--- src/rtl/lpsst_ram.sv ---
module lpsst_ram #(
  parameter int WIDTH = 8,
  parameter int DEPTH = 16
) (
  input  logic                                   clk,
  input  logic                                   we,
  input  logic [(DEPTH > 1 ? $clog2(DEPTH) : 1)-1:0] waddr,
  input  logic [WIDTH-1:0]                       wdata,
  input  logic [(DEPTH > 1 ? $clog2(DEPTH) : 1)-1:0] raddr,
  output logic [WIDTH-1:0]                       rdata
);

  logic [WIDTH-1:0] mem [DEPTH];

  always_ff @(posedge clk) begin
    if (we) begin
      mem[waddr] <= wdata;
    end
    rdata <= mem[raddr];
  end

endmodule

--- config.mk ---
export PLATFORM = sky130hd
export DESIGN_NAME = lpsst_ram
export DESIGN_NICKNAME = d
export VERILOG_FILES = /design/src/rtl/lpsst_ram.sv
export SDC_FILE = /design/constraint.sdc
export NUM_CORES = 1
export LEC_CHECK = 0
export ABC_CLOCK_PERIOD_IN_PS = 2800
export BUFFER_PORTS_ARGS = -buffer_cell sky130_fd_sc_hd__buf_2
export CAP_MARGIN = 5
export CORE_MARGIN = 3
export CORE_UTILIZATION = 30
export CTS_BUF_LIST = sky130_fd_sc_hd__clkbuf_8
export DETAILED_ROUTE_END_ITERATION = 6
export PLACE_DENSITY = 0.47
export SLEW_MARGIN = 10
export SYNTH_ARGS = -nofsm -noshare
export SYNTH_HDL_FRONTEND = slang
export SYNTH_SLANG_ARGS = --single-unit
--- constraint.sdc ---
create_clock -name clk -period 2.8 [get_ports clk]
set_input_delay 0.7 -clock clk [delete_from_list [all_inputs] [get_ports clk]]
set_output_delay 0.7 -clock clk [all_outputs]
set_load 0.01 [all_outputs]
# Yosys cells after proc, flatten, opt, wreduce, memory -nomap -nowiden
# Memory sizes are Yosys's and may differ from the RTL's. A register that Yosys moved wholly into a read port is not among the register bits.
# Cells that the tools add are included.
# totals
elab_cells	3
ram_bits	128
memories	1
out_inout_bits	8
reg_bits	0
inputBits	18
# op_classes
mux	2
# memory_table
name	depth	word_bits	rd	rd_clocked_by_memory_dff	write_ports	line	text
mem	16	8	1	1	1	13	logic [WIDTH-1:0] mem [DEPTH];
# op_table
cell	count
$mux W1	2

# Longest topological paths before layout
# logic_depth
word_depth	2
depth_mapped	5
mapped_depth_nobuf	3

# Worst setup path after synthesis
# Ideal clock, no wire load.
# synth_timing
path_type	input port to flip-flop
startpoint	input port waddr[2] (netlist bit)
endpoint	memory mem[0][0] (enable)
t_required_ps	2417
setup_slack_ps	607
n_path_buf	0
t_arrival_ps	1810
stages	2
cell_sequence	or3b_2 -> nor3_1
# synth_rtl
item	line	text
start, declared	7	input logic [(DEPTH > 1 ? $clog2(DEPTH) : 1)-1:0] waddr,
end, declared	13	
# No word-level cell before the write port.

# Worst setup path in the final report
# layout_timing
startpoint	input port waddr[2] (netlist bit)
endpoint	memory mem[3][1] (enable)
# No word-level cell before the write port.

==> results.json <==
{
  "status": "finished, final reports clean",
  "rows": 47,
  "ant_nets": 0,
  "core_um2": 16700,
  "n_fill_cell": 1565,
  "critPathSlowestCell": "nor2_1",
  "crit_type": "in -> reg",
  "final_common_cell": "edfxtp_1",
  "synth_top_area_share_pct": 74.67,
  "grt_pass1_vias": 2592,
  "clockBufferDepth": 2,
  "setup_ws_ns": 0.8514,
  "drc_errors": 0,
  "clkSinkCount": 136,
  "cp_max_fo": 8,
  "worst_pin_slew_ns": 0.8743,
  "maxSlewHeadroom_pct": 41.50,
  "syn_avg_cell_area_um2": 22.48,
  "final_cell_mix": "edfxtp_1 (128), buf_2 (25), mux4_2 (18)",
  "fin_worst_skew_ns": 0.009220,
  "routed_wirelength_um": 10820,
  "drt-initial-drc-count": 255,
  "syn_area_um2": 5147,
  "ys_warn_count": 0,
  "critPathBufInv": 1,
  "hold_class": "in -> reg",
  "drive_gt1_share_pct": 31.74,
  "post-cts-setup-buffers": 0,
  "via_count": 2406,
  "powerDensity_nw_per_um2": 688.2,
  "setup_viol": 0,
  "port_buffers": 25,
  "synth-xor-area-share_pct": 0,
  "dieArea_um2": 18770,
  "area_growth_pct": 17.09,
  "timing.fmax_mhz": 513.2,
  "synth_mux_area_share_pct": 15.02,
  "grt_max_degree": 33,
  "cp.required_ns": 2.87,
  "period_share_pct": 69.59,
  "arrival_ns": 2.02,
  "dpl.hpwl_um": 6885,
  "clkTransAtPathRegs_ns": 0.07,
  "synth_compound_area_share_pct": 2.333,
  "max-vdd-ir-drop_v": 0.0002964,
  "cts-root-buf": "clkbuf_8",
  "initial_core_util_pct": 30.82,
  "synthCells": 229,
  "cts_tree": "built",
  "finalNetCount": 298,
  "grt_setup_unrepaired": "no",
  "path_cells": "buf_2 > or3b_2 > nor2_1",
  "die_h_um": 137.0,
  "clk-insertion-delay-late_ns": 0.45,
  "die_x_um": 137.0,
  "antenna_found_initial": 0,
  "ctsHoldBuffers": 0,
  "synth-seq-cells": 136,
  "utilization_pct": 36.09,
  "hold_violations": 0,
  "start_kind": "input port",
  "ioPinCount": 26,
  "synthSimpleGateAreaFrac_pct": 3.184,
  "h-tree-depth": 4,
  "avgViaCountPerCell": 4.690,
  "finalCriticalPeriod_ns": 1.949,
  "synth_area_leaders": "edfxtp_1 (75%), mux4_2 (7.9%), mux4_1 (7.1%), dfxtp_1 (3.1%), a22oi_1 (2.3%)",
  "drv_cap": 0,
  "cpPeakStageDelay_ns": 0.69,
  "insertedDiodeCount": 0,
  "slew_viol_final": 0,
  "dr.pass1.iters": 4,
  "place.gp.congestion": 0.6943,
  "yosys.area_share.adder_pct": 0,
  "yosysTopAreaCell": "edfxtp_1",
  "dp_slack_ns": 0.3407,
  "grt_pass1_wl_um": 16480,
  "numCtsBuffers": 17,
  "cts_resized": 0,
  "path_delay_family": "simple AND/OR/NAND/NOR gates",
  "leakage_nw": 1.992,
  "grt_usage_pct": 12.80,
  "synth.distinct_cells": 19,
  "postSynthNetCount": 247,
  "final.setup.tns_ns": 0,
  "synth.yosys.seq_area_share_pct": 77.78,
  "grt_overflow_total": 0,
  "wl_per_cell_um": 21.08,
  "synth_top_family_by_area": "multiplexers",
  "endpoint_kind": "flop"
}
==> state kept, by name, summed over array words and instances, names as in the netlist <==
signal and flops:
mem 128, rdata 8
==> Yosys cell counts, drive strengths merged <==
| master | count |
|---|---|
| buf | 7 |
| clkdlybuf4s25 | 3 |
| nor2b | 1 |
| and2b | 1 |
| and2 | 1 |
| nand3 | 1 |
| edfxtp | 128 |
| mux4 | 32 |
| a22oi | 16 |
| nand3b | 2 |
| nor3 | 4 |
| dfxtp | 8 |
| nor2 | 13 |
| or3b | 1 |
| nand2b | 2 |
| nand2 | 9 |
==> per-stage QoR <==
| stage | area, µm² | hold WS [ns] | cells | power (mW) |
|---|---|---|---|---|
| after floorplan | 5147 | 0.6293 | 229 | 2.450 |
| after global placement | 5614 | 0.6644 | 481 | 2.554 |
| after detailed placement | 5614 | 0.6694 | 481 | 2.557 |
| after CTS | 6027 | 0.6141 | 513 | 4.208 |
| after global routing | 6027 | 0.6293 | 513 | 4.315 |
| final | 6027 | 0.6438 | 513 | 4.148 |
==> area by class of cell <==
type	instances	area [µm²]	area share [%]
clock buffers	17	234.0	3.882
clock inverters	15	178.9	2.969
flip-flops and latches	136	4004	66.43
repair buffers	42	277.8	4.609
well taps	220	275.3	4.567
multi-input cells	83	1057	17.54
==> cell families (layout without fill, tap and decap cells) <==
| family | after synthesis | count (layout) |
|---|---|---|
| DFF | 136 | 136 |
| muxes | 32 | 32 |
| and+or+nand+nor | 35 | 35 |
| AOI/OAI and AO/OA | 16 | 16 |
| buffers and inverters | 10 | 74 |
==> path summary, 6_finish.rpt <==
| kind | startpoint | end | slack, ns | cells past startpoint |
|---|---|---|---|---|
| worst max-delay path | waddr[2] | mem[3][1] | 0.85 | 3 |
| worst min-delay path | wdata[3] | mem[15][3] | 0.64 | 1 |
| worst max register to register | mem[1][0] | rdata[0] | 1.38 | 3 |
| worst min register to register | mem[15][7] | rdata[7] | 0.67 | 3 |
==> power breakdown <==
group	switching, mW	leakage (nW)	total [mW]	internal, mW
combinational	0.127	0.570	0.218	0.0903
sequential	0.0128	1.22	2.29	2.27
clock	0.764	0.198	1.64	0.881
total	0.904	1.99	4.15	3.24
==> layer usage <==
metal	up-vias	track usage [%]	share of wire (%)
met4	0	6.153	2.3
met5	-	0	0
met3	17	3.272	4.3
li1	1076	-	-
met2	51	19.10	47
met1	1262	17.50	47
Note: power is estimated with default switching activity, not from simulation.
